===== src/design/bda_pkg.sv =====
// Package: shared constants and controller/datapath interface types for the decimal converter
`timescale 1ns / 1ps
package bda_pkg;

  localparam int VALUE_BITS = 64;
  localparam int IN_BITS    = 64;
  localparam int MAX_DIGITS = 20;
  localparam int DIGIT_W    = 4;
  localparam int BCD_W      = DIGIT_W * MAX_DIGITS;
  localparam int STEP_W     = (VALUE_BITS > 1) ? $clog2(VALUE_BITS) : 1;
  localparam int REMAIN_W   = $clog2(MAX_DIGITS + 1);
  localparam int CHAR_W     = 6;
  localparam int TDATA_W    = 8;

  localparam logic [DIGIT_W-1:0] DIGIT_ADJ_LIMIT = 4'd5;
  localparam logic [DIGIT_W-1:0] DIGIT_ADJ_ADD   = 4'd3;
  localparam logic [1:0]         ASCII_ZERO_HI   = 2'b11;

  typedef struct packed {
    logic load;
    logic step;
    logic skip;
    logic emit;
  } cmd_t;

  typedef struct packed {
    logic step_done;
    logic top_zero;
    logic one_left;
    logic out_free;
  } status_t;

endpackage


===== src/design/bda_ctrl.sv =====
// Controller: sequences load, shift-and-add conversion, leading-zero skip and digit output
`timescale 1ns / 1ps
module bda_ctrl (
  input  logic             clk_i,
  input  logic             rst_ni,
  input  logic             in_valid_i,
  output logic             in_ready_o,
  input  bda_pkg::status_t status_i,
  output bda_pkg::cmd_t    cmd_o
);

  localparam logic [1:0] StIdle = 2'd0;
  localparam logic [1:0] StConv = 2'd1;
  localparam logic [1:0] StSkip = 2'd2;
  localparam logic [1:0] StEmit = 2'd3;

  logic [1:0] state_q, state_d;

  assign in_ready_o = (state_q == StIdle);

  always_comb begin
    state_d = state_q;
    cmd_o   = '0;
    case (state_q)
      StIdle: begin
        if (in_valid_i) begin
          cmd_o.load = 1'b1;
          state_d    = StConv;
        end
      end
      StConv: begin
        cmd_o.step = 1'b1;
        if (status_i.step_done) begin
          state_d = StSkip;
        end
      end
      StSkip: begin
        if (status_i.top_zero && !status_i.one_left) begin
          cmd_o.skip = 1'b1;
        end else begin
          state_d = StEmit;
        end
      end
      StEmit: begin
        if (status_i.out_free) begin
          cmd_o.emit = 1'b1;
          if (status_i.one_left) begin
            state_d = StIdle;
          end
        end
      end
      default: begin
        state_d = StIdle;
      end
    endcase
  end

  always_ff @(posedge clk_i or negedge rst_ni) begin
    if (!rst_ni) begin
      state_q <= StIdle;
    end else begin
      state_q <= state_d;
    end
  end

endmodule


===== src/design/bda_datapath.sv =====
// Datapath: double-dabble shift register, digit counters and the output register
`timescale 1ns / 1ps
module bda_datapath (
  input  logic                             clk_i,
  input  logic                             rst_ni,
  input  bda_pkg::cmd_t                    cmd_i,
  output bda_pkg::status_t                 status_o,
  input  logic [bda_pkg::VALUE_BITS-1:0]   value_i,
  output logic                             out_valid_o,
  output logic [bda_pkg::CHAR_W-1:0]       out_char_o,
  output logic                             out_last_o,
  input  logic                             out_ready_i
);

  logic [bda_pkg::VALUE_BITS-1:0] val_q, val_d;
  logic [bda_pkg::BCD_W-1:0]      bcd_q, bcd_d, bcd_adj;
  logic [bda_pkg::STEP_W-1:0]     step_q, step_d;
  logic [bda_pkg::REMAIN_W-1:0]   remain_q, remain_d;
  logic [bda_pkg::DIGIT_W-1:0]    top_digit;
  logic                           out_valid_q, out_valid_d;
  logic [bda_pkg::CHAR_W-1:0]     out_char_q, out_char_d;
  logic                           out_last_q, out_last_d;

  assign top_digit = bcd_q[bda_pkg::BCD_W-1 -: bda_pkg::DIGIT_W];

  always_comb begin
    for (int i = 0; i < bda_pkg::MAX_DIGITS; i++) begin
      if (bcd_q[i*bda_pkg::DIGIT_W +: bda_pkg::DIGIT_W] >= bda_pkg::DIGIT_ADJ_LIMIT) begin
        bcd_adj[i*bda_pkg::DIGIT_W +: bda_pkg::DIGIT_W] =
          bcd_q[i*bda_pkg::DIGIT_W +: bda_pkg::DIGIT_W] + bda_pkg::DIGIT_ADJ_ADD;
      end else begin
        bcd_adj[i*bda_pkg::DIGIT_W +: bda_pkg::DIGIT_W] =
          bcd_q[i*bda_pkg::DIGIT_W +: bda_pkg::DIGIT_W];
      end
    end
  end

  assign status_o.step_done = (step_q == bda_pkg::STEP_W'(bda_pkg::VALUE_BITS - 1));
  assign status_o.top_zero  = (top_digit == '0);
  assign status_o.one_left  = (remain_q == bda_pkg::REMAIN_W'(1));
  assign status_o.out_free  = !out_valid_q || out_ready_i;

  always_comb begin
    val_d       = val_q;
    bcd_d       = bcd_q;
    step_d      = step_q;
    remain_d    = remain_q;
    out_valid_d = out_valid_q;
    out_char_d  = out_char_q;
    out_last_d  = out_last_q;
    if (out_valid_q && out_ready_i) begin
      out_valid_d = 1'b0;
    end
    if (cmd_i.load) begin
      val_d    = value_i;
      bcd_d    = '0;
      step_d   = '0;
      remain_d = bda_pkg::REMAIN_W'(bda_pkg::MAX_DIGITS);
    end
    if (cmd_i.step) begin
      bcd_d  = {bcd_adj[bda_pkg::BCD_W-2:0], val_q[bda_pkg::VALUE_BITS-1]};
      val_d  = val_q << 1;
      step_d = step_q + bda_pkg::STEP_W'(1);
    end
    if (cmd_i.skip || cmd_i.emit) begin
      bcd_d    = bcd_q << bda_pkg::DIGIT_W;
      remain_d = remain_q - bda_pkg::REMAIN_W'(1);
    end
    if (cmd_i.emit) begin
      out_valid_d = 1'b1;
      out_char_d  = {bda_pkg::ASCII_ZERO_HI, top_digit};
      out_last_d  = status_o.one_left;
    end
  end

  always_ff @(posedge clk_i or negedge rst_ni) begin
    if (!rst_ni) begin
      out_valid_q <= 1'b0;
    end else begin
      out_valid_q <= out_valid_d;
    end
  end

  always_ff @(posedge clk_i) begin
    val_q      <= val_d;
    bcd_q      <= bcd_d;
    step_q     <= step_d;
    remain_q   <= remain_d;
    out_char_q <= out_char_d;
    out_last_q <= out_last_d;
  end

  assign out_valid_o = out_valid_q;
  assign out_char_o  = out_char_q;
  assign out_last_o  = out_last_q;

endmodule


===== src/design/binary_to_decimal_ascii_core.sv =====
// Top level: binary to decimal ASCII converter with stream input and output
`timescale 1ns / 1ps
// Takes one unsigned value per input transaction and sends its decimal digits as ASCII
// characters, most significant first, no leading zeros, zero as a single '0'; tlast marks
// the final digit. One value is converted at a time: a value is loaded, put through
// VALUE_BITS shift-and-add steps in the double-dabble register, its leading zero digits
// (20 less the digit count) are skipped one at a time, the skip phase is left, and then
// its digits are sent one at a time as the consumer takes them. The last digit waits in
// the output register while the next value is already taken in.
module binary_to_decimal_ascii_core (
  input  logic                        clk_i,
  input  logic                        rst_ni,
  input  logic                        s_axis_tvalid,
  output logic                        s_axis_tready,
  input  logic [bda_pkg::IN_BITS-1:0] s_axis_tdata,  // [63:0] value
  output logic                        m_axis_tvalid,
  input  logic                        m_axis_tready,
  output logic [bda_pkg::TDATA_W-1:0] m_axis_tdata,  // [5:0] digit_char, [7:6] zero
  output logic                        m_axis_tlast   // last_digit
);

  bda_pkg::cmd_t                 cmd;
  bda_pkg::status_t              status;
  logic [bda_pkg::CHAR_W-1:0]    out_char;

  bda_ctrl u_ctrl (
    .clk_i      (clk_i),
    .rst_ni     (rst_ni),
    .in_valid_i (s_axis_tvalid),
    .in_ready_o (s_axis_tready),
    .status_i   (status),
    .cmd_o      (cmd)
  );

  bda_datapath u_datapath (
    .clk_i       (clk_i),
    .rst_ni      (rst_ni),
    .cmd_i       (cmd),
    .status_o    (status),
    .value_i     (s_axis_tdata[bda_pkg::VALUE_BITS-1:0]),
    .out_valid_o (m_axis_tvalid),
    .out_char_o  (out_char),
    .out_last_o  (m_axis_tlast),
    .out_ready_i (m_axis_tready)
  );

  assign m_axis_tdata = {(bda_pkg::TDATA_W - bda_pkg::CHAR_W)'(0), out_char};

endmodule


===== config.mk =====
export PLATFORM = sky130hd
export DESIGN_NAME = binary_to_decimal_ascii_core
export DESIGN_NICKNAME = d
export VERILOG_FILES = /design/src/design/bda_pkg.sv /design/src/design/bda_ctrl.sv /design/src/design/bda_datapath.sv /design/src/design/binary_to_decimal_ascii_core.sv
export SDC_FILE = /design/constraint.sdc
export NUM_CORES = 1
export LEC_CHECK = 0
export ABC_AREA = 1
export BUFFER_PORTS_ARGS = -buffer_cell sky130_fd_sc_hd__buf_2
export CAP_MARGIN = 25
export CORE_MARGIN = 3
export CORE_UTILIZATION = 65
export CTS_CLUSTER_DIAMETER = 40
export DETAILED_ROUTE_END_ITERATION = 12
export PLACE_DENSITY = 0.92
export REMOVE_ABC_BUFFERS = 1
export SLEW_MARGIN = 10
export SYNTH_ARGS = -nofsm -noshare
export SYNTH_HDL_FRONTEND = slang
export SYNTH_SLANG_ARGS = --single-unit

===== constraint.sdc =====
create_clock -name clk_i -period 7.9 [get_ports clk_i]
set_input_delay 1.58 -clock clk_i [delete_from_list [all_inputs] [get_ports clk_i]]
set_output_delay 1.58 -clock clk_i [all_outputs]
set_load 0.05 [all_outputs]

==> flow_results.org, run 1 <==
** Detailed routing
- Via count of the routed design :: 7087
- Count of routing violations after the opening detailed-route iteration :: between 700 and 800
- DRC violation count after routing :: 0
- First-pass iteration count of the detailed router :: 6
- Dividing the detail-routed wire length by the instance count gives between 10 and 15 um.
- Using the TritonRoute via totals, the vias-per-cell ratio works out to 5.679.
- Final wirelength :: 18640 um
- Remaining number of nets flagged by the antenna check after routing :: 0

** Synthesis
- In the synthesized netlist, the cells that appear most often are 307 x nand2_1, 155 x edfxtp_1, 141 x o21ai_0, 96 x inv_1, 60 x o21ai_2.
- Of all flip-flops after synthesis, the portion carrying an async set or reset was 0.01840.
- For this run, the register share of the synthesized area comes to 0.5220.
- The most used flip-flop cell after synthesis is edfxtp_1.
- Cell taking the most area after synthesis :: edfxtp_1
- Synth Instances :: around 1000
- Yosys reg bits :: between 150 and 200
- Number of warnings issued by yosys :: 0
- Among all cell types in the netlist, the one instantiated most often is nand2_1.
- Distinct cells, synth :: 29
- Area share of the largest cell type after synthesis :: 0.5030
- A synthesized cell averages approximately 9 um^2.
- The cell area that synthesis handed to floorplanning was 0.009253 mm^2.
- Number of synthesized flops with an enable pin :: approximately 160
- In the post-synthesis netlist, the biggest area contributors are edfxtp_1 50%, nand2_1 12%, o21ai_0 7.6%.

** Floorplan
- 79 I/O pins were placed.
- Initial core utilization :: 0.6824
- The core region is around 0.014 mm^2.
- Die Outline Area :: 0.01570 mm^2
- The initialized floorplan defines 42 standard-cell rows.
- Floorplan die width :: 125.3 um
- The die is 125.3 um tall.

** GRT
- Initial antenna violation count :: 0
- GRT overflow :: 0
- The first global-routing pass estimated ~32000 um of wire.
- For this run, the total global-route usage over all layers was measured as 0.2421.
- Vias in the first global route :: slightly below 7000
- Entering global routing, the biggest net connects 83 pins.

** Setup path
- Together, buffers and inverters on the worst path number 5.
- Walking the worst path, the cells encountered are buf_2, inv_1, nand2_1, nand2_1, nand2_4, inv_4, nand2_4, buf_4, buf_16, o21ai_0.
- STA classifies the critical path startpoint as a primary input.
- CP top delay family :: buffers and inverters
- Required time of the worst setup path :: 8.07 ns
- Max FO, Critical Path :: between 80 and 90
- Startpoint-to-endpoint class of the critical path :: in2reg
- On the worst path, the slowest cell contributes a delay of ~0.64 ns.
- The slowest stage of the critical path is the nand2_4 cell.
- The worst setup path is captured at a register.
- Worst endpoint data arrival time :: approximately 3.6 ns

** Clocking
- TritonCTS built the clock tree.
- Number of buffers added by the clock tree synthesis step :: 17
- H-tree lvl count :: 4
- In this run, post-CTS hold repair placed 0 buffers.
- Clock tree synthesis found a total of around 160 sinks.
- Clock Pin Slew Worst Setup and Hold Paths :: roughly 0.06 ns
- The clock reaches the later pin of the worst-skew pair after 0.43 ns.
- Post-CTS setup-driven buffer insertion count :: 0
- In this run the deepest clock path goes through 2 buffers.
- Post-cts resize count :: 0
- CTS root buffer :: clkbuf_16

** STA
- Setup violations remaining at the end of the flow were counted as 0.
- Worst slew margin relative to its limit :: 0.4205
- In the final timing run, aggregate negative setup slack is 0 ns.
- Setup repair after global routing left no endpoint under its margin.
- The hold violation count in the final report came to 0.
- At the pin with the least slew margin, the transition time is around 0.87 ns.
- Fin Clk Skew :: 0.01204 ns
- Min Clock Period, post-route :: 3.463 ns
- Of the available clock period, the critical path in the final layout requires 0.4384.
- Final max-slew violation count :: 0
- Based on the critical path, the design can be clocked at up to approximately 0.29 GHz.

** Cells and area
- 0 antenna diodes ended up in the layout.
- Fraction of final layout cells sized beyond drive strength 1 :: 0.1698
- Area grow syn2layout :: 11.36%
- Once layout is done, the placed cells without fillers occupy between 0.01 and 0.015 mm^2.
- The final layout contains approximately 1200 nets.
- After filler insertion, the fill cell instance count of the layout stands at 880.

** Flow run
- MaxCap Viol Count :: 0

** Placement
- Placed cell area :: around 0.0097 mm^2
- During placement, the flow inserted port buffers numbering 74.
- The congestion estimate from routability-driven global placement came to a little under 0.8.
- Detailed placement HPWL :: ~12000 um

** Power and ir drop
- Pleak :: 4.297 nW
- Dividing total power by cell area gives a power density of 473.3 mW/mm^2.
- IR drop worst, VDD :: between 300 and 400 uV

** Min path
- The worst hold path belongs to the class reg2reg.

** Outcome
- Status :: completed
## sequential cells by signal, summed over array words and instances, names as in the netlist
signal,flops
u_datapath.val_q,64
u_ctrl.state_q,2
u_datapath.bcd_q,80
u_datapath.out_char_o,4
u_datapath.remain_q,5
u_datapath.step_q,6
u_datapath.out_last_o,1
u_datapath.out_valid_o,1
## per-layer routing
metal / vias to the layer above / global-route usage / share of wire
met2: 233 / 0.3986 / 0.50
met4: 0 / 0.07844 / 0.014
met5: - / 0 / 0
li1: 3486 / - / -
met1: 3338 / 0.3201 / 0.43
met3: 30 / 0.05800 / 0.057
## power breakdown
group	internal, mW	total [mW]	leakage [nW]	switching [mW]
sequential	1.66	1.99	1.64	0.335
clock	0.439	0.796	0.268	0.357
combinational	0.665	2.09	2.39	1.43
## final timing paths
path	from	to	slack, ns	cells after the start
worst max-delay path	m_axis_tready	u_datapath.bcd_q[8]	4.44	10
worst min-delay path	u_datapath.val_q[0]	u_datapath.val_q[0]	0.49	2
worst max register to register	u_ctrl.state_q[0]	u_datapath.bcd_q[8]	4.85	11
worst min register to register	u_datapath.val_q[0]	u_datapath.val_q[0]	0.49	2
max in group asynchronous	rst_ni	u_ctrl.state_q[0]	6.88	1
min in group asynchronous	rst_ni	u_datapath.out_valid_o	0.92	1
## cell usage in the layout (no fill, tap or decap), types with 17 or more instances in the layout
cell type	instances
o21ai_2	60
clkbuf_16	17
o211ai_1	19
o21ai_0	141
nor2_1	27
buf_2	74
inv_1	96
ha_1	48
nand3_1	46
edfxtp_1	155
xor2_1	20
nand2_1	305
## worst reg2reg max path, delay by kind of cell (launching register included)
family | cells | cell delay [ns]
AOI/OAI and AO/OA | 1 | 0.15
adders and majority gates | 1 | 0.19
buffers and inverters | 4 | 0.99
DFF | 1 | 0.42
and+or+nand+nor | 5 | 1.02
## cells by family (layout without fill, tap and decap cells)
family / after synthesis / count (layout) / synth area share
AO/OA/AOI/OAI: 229 / 229 / 0.1539
buffers and inverters: 141 / 212 / 0.06599
flip-flops: 163 / 163 / 0.5220
XOR/XNOR: 23 / 23 / 0.02177
adder cells (fa/ha/maj): 49 / 49 / 0.06626
other: 2 / 4 / 0.0008117
AND/OR/NAND/NOR: 392 / 392 / 0.1693
## area by class of cell
type                       count  area [um^2]  share of cell area
inverter                      99        374.1             0.03631
multi-input combinational    697         3837              0.3724
tap                          176        220.2             0.02137
clock inverter                13        126.4             0.01226
sequential                   163         4830              0.4687
timing repair buffer          81        483.0             0.04687
clock buffer                  19        432.9             0.04202
## per-stage QoR
stage          power [mW]  utilization  cells  hold WS (ns)  setup slack [ns]
4_1_cts             4.821       0.7539   1245        0.4810             4.188
5_1_grt             5.270       0.7600   1248        0.4933             4.255
2_1_floorplan       3.480            -    959        0.4215             1.290
6_report            4.877       0.7600   1248        0.4852             4.437
3_5_place_dp        3.989       0.7126   1213        0.4502             3.774
3_3_place_gp        3.860       0.7126   1213        0.4331             3.860
Power figures use the tool's default switching activity.
==> run 2: changes to the inputs <==
CORE_UTILIZATION = 55   (was 65)
PLACE_DENSITY = 0.83   (was 0.92)
clock period = 2.9 ns   (was 7.9 ns; I/O delays follow)
==> flow_results.org, run 2 (synthesized netlist as in run 1, its figures left out) <==
** Outcome
- Status :: completed (unchanged)

** Placement
- Gp weighted congestion :: 0.8006 (was 0.7920)
- Detailed placement HPWL :: 11590 um (was 11630 um)
- Placed cell area :: 0.009802 mm^2 (was 0.009662 mm^2)
- The worst setup slack after placement came to 0.7854 ns (was 3.774 ns).
- Post-Place Cells :: 1260 (was 1213)
- Number of port buffers :: 74 (unchanged)

** STA
- The minimum hold slack was 0.4233 ns (was 0.4852 ns).
- Min Clock Period, post-route :: around 2.1 ns
- Dividing the final minimum period by the clock period gives 0.7319.
- Final-report setup violation count :: 0 (unchanged)
- Final max-slew violation count :: 0 (unchanged)
- The total negative setup slack is 0 ns (unchanged).
- Timing would allow up to roughly 0.47 GHz.
- Fin Clk Skew :: 0.01234 ns (was 0.01204 ns)
- Final worst-path setup slack :: 0.7774 ns (was 4.437 ns)
- The hold violation count in the final report came to 0 (unchanged).
- The actual transition at the worst max-transition pin was 0.8563 ns (was 0.8693 ns).
- Unrepaired setup endpoints after global routing: false (unchanged).
- Worst slew margin relative to its limit :: 0.4291 (was 0.4205)

** Detailed routing
- The first-pass iteration count of the detailed router was 5 (was 6).
- Via count of the routed design :: 6988 (was 7087)
- The final routed wire length divided by cell count was 13.58 um (was 14.94 um).
- Count of routing violations after the opening detailed-route iteration :: 499 (was 796)
- The remaining design rule violation count is 0 (unchanged).
- Final wirelength :: 17570 um (was 18640 um)
- The detailed-route vias per instance came to 5.404 (was 5.679).
- The count of antenna-violating nets left after detailed routing came to 0 (unchanged).

** Cells and area
- Most frequent cells in the layout: 305 x nand2_1, 155 x edfxtp_1, 141 x o21ai_0 (unchanged).
- Top reg by flops :: u_datapath.bcd_q (unchanged)
- Fraction of final layout cells sized beyond drive strength 1 :: 0.1755 (was 0.1698)
- The most frequent standard cell in the layout excluding fill and tap cells was nand2_1 (unchanged).
- The total inserted antenna cells is 0 (unchanged).
- Non-Filler Cell Area, Final :: 0.01044 mm^2 (was 0.01030 mm^2)
- Largest register FFs :: 80 (unchanged)
- The final standard cell utilization of the core was 0.6456 (was 0.7600).
- Non-filler cells, final :: 1293 (was 1248)
- Largest registers :: u_datapath.bcd_q: 80 flops, u_datapath.val_q: 64 flops, u_datapath.step_q: 6 flops (unchanged)
- The number of nets in the final layout was 1181 (was 1176).
- Filler cell count :: 1238 (was 880)
- The relative area change from synthesis to final layout was 12.85% (was 11.36%).

** Setup path
- Worst reg2reg path endpoint :: u_datapath.bcd_q[75] (was u_datapath.bcd_q[8])
- Startpoint kind of the worst setup timing path :: register (was primary input)
- Max FO, Critical Path :: 42 (was 82)
- Startpoint of the worst register-to-register path :: u_ctrl.state_q[0] (unchanged)
- Startpoint-to-endpoint class of the critical path :: reg2reg (was in2reg)
- Worst endpoint data arrival time :: 2.30 ns (was 3.63 ns)
- R2R setup slack :: 0.78 ns (was 4.85 ns)
- The number of cells traversed by the worst register-to-register path was 10 (was 11).
- Critical Path Sink Type :: register (unchanged)
- Required time of the worst setup path :: 3.08 ns (was 8.07 ns)

** Floorplan
- The total die area came to 0.01842 mm^2 (was 0.01570 mm^2).
- The number of top-level design ports came to 79 (unchanged).
- Floorplan Core Area :: 0.01617 mm^2 (was 0.01356 mm^2)
- The die boundary height came to 135.7 um (was 125.3 um).
- The die extent in x was 135.7 um (was 125.3 um).
- Initial core utilization :: 0.5721 (was 0.6824)
- Count of standard-cell rows :: 46 (was 42)

** Power and ir drop
- Pleak :: 4.345 nW (was 4.297 nW)
- Total power :: 13.41 mW (was 4.877 mW)
- Power density over the cells :: 1285 mW/mm^2 (was 473.3 mW/mm^2)
- IR drop worst, VDD :: 812.9 uV (was 315.5 uV)

** Flow run
- MaxCap Viol Count :: 0 (unchanged)

** Min path
- The critical hold path startpoint was s_axis_tdata[0] (was u_datapath.val_q[0]).
- The class of the tightest hold or removal check is in2reg (was reg2reg).
- Depth of the worst hold-timing path :: 3 (was 2)
- The worst-case hold path end point is u_datapath.val_q[0] (unchanged).

** GRT
- The pin count of the biggest net entering global routing was 71 (was 83).
- Tot GR Track Use :: 0.1989 (was 0.2421)
- Vias in the first global route :: 6639 (was 6936)
- Initial antenna violation count :: 1 (was 0)
- The first-pass GRT wire length is 29910 um (was 31610 um).
- GRT overflow :: 0 (unchanged)

** Clocking
- CTS root buffer :: clkbuf_16 (unchanged)
- Post-CTS setup-driven buffer insertion count :: 0 (unchanged)
- Post-cts resize count :: 0 (unchanged)
- Clock tree from TritonCTS :: yes (unchanged)
- The number of buffers added by the clock tree synthesis step came to 17 (unchanged).
- The largest buffer count on any clock path came to 2 (unchanged).
- The number of H-tree levels came to 4 (unchanged).
- The number of buffers added to fix hold violations after cts is 1 (was 0).
- Insertion delay to the later sink of the worst-skew pair :: 0.43 ns (about the same)
- The number of clock sinks was 163 (unchanged).
- The clock transition at the register clock pins on the worst setup and hold paths after CTS was 0.06 ns (about the same).
[run 2: layout make-up]
type | instances | area (um^2) | share of cell area
Sequential cell | 163 | 4830 | 0.4626
Multi-Input combinational cell | 697 | 3837 | 0.3675
Clock inverter | 15 | 203.9 | 0.01953
Clock buffer | 17 | 425.4 | 0.04074
Inverter | 99 | 374.1 | 0.03583
Tap cell | 216 | 270.3 | 0.02588
Timing Repair Buffer | 86 | 500.5 | 0.04793
[run 2: worst max-delay path, cell delays in order, from the launching register on]
cell and delay, ns:
dfrtp_1 0.41, inv_1 0.13, ha_1 0.20, nand2_1 0.06, nor2_1 0.16, nand2_2 0.10, nand2_4 0.09, buf_4 0.37
nor2_1 0.19, nand3_1 0.12, nand2_1 0.05
[run 2: how the worst max path moves through the flow]
| stage | from | endpoint | slack [ns] | cells past startpoint |
|---|---|---|---|---|
| floorplan | u_ctrl.state_q[1] | u_datapath.bcd_q[10] | -3.71 | 6 |
| global placement | u_ctrl.state_q[0] | u_datapath.bcd_q[79] | 0.88 | 10 |
| detailed placement | u_ctrl.state_q[0] | u_datapath.bcd_q[79] | 0.79 | 10 |
| CTS | u_ctrl.state_q[0] | u_datapath.bcd_q[79] | 0.78 | 10 |
| global route | u_ctrl.state_q[0] | u_datapath.bcd_q[75] | 0.58 | 10 |
| finish | u_ctrl.state_q[0] | u_datapath.bcd_q[75] | 0.78 | 10 |
[run 2: report_power, final]
group	switching [mW]	internal, mW
sequential	0.879	4.50
clock	0.931	1.45
combinational	3.82	1.83
total	5.63	7.78
[run 2: layer usage]
layer / wire length (um) / GRT usage / vias up
li1: - / - / 3498
met1: 7676 / 0.2645 / 3279
met2: 8616 / 0.3233 / 179
met3: 983 / 0.04718 / 30
met4: 270 / 0.06663 / 2
met5: 18 / 0 / -
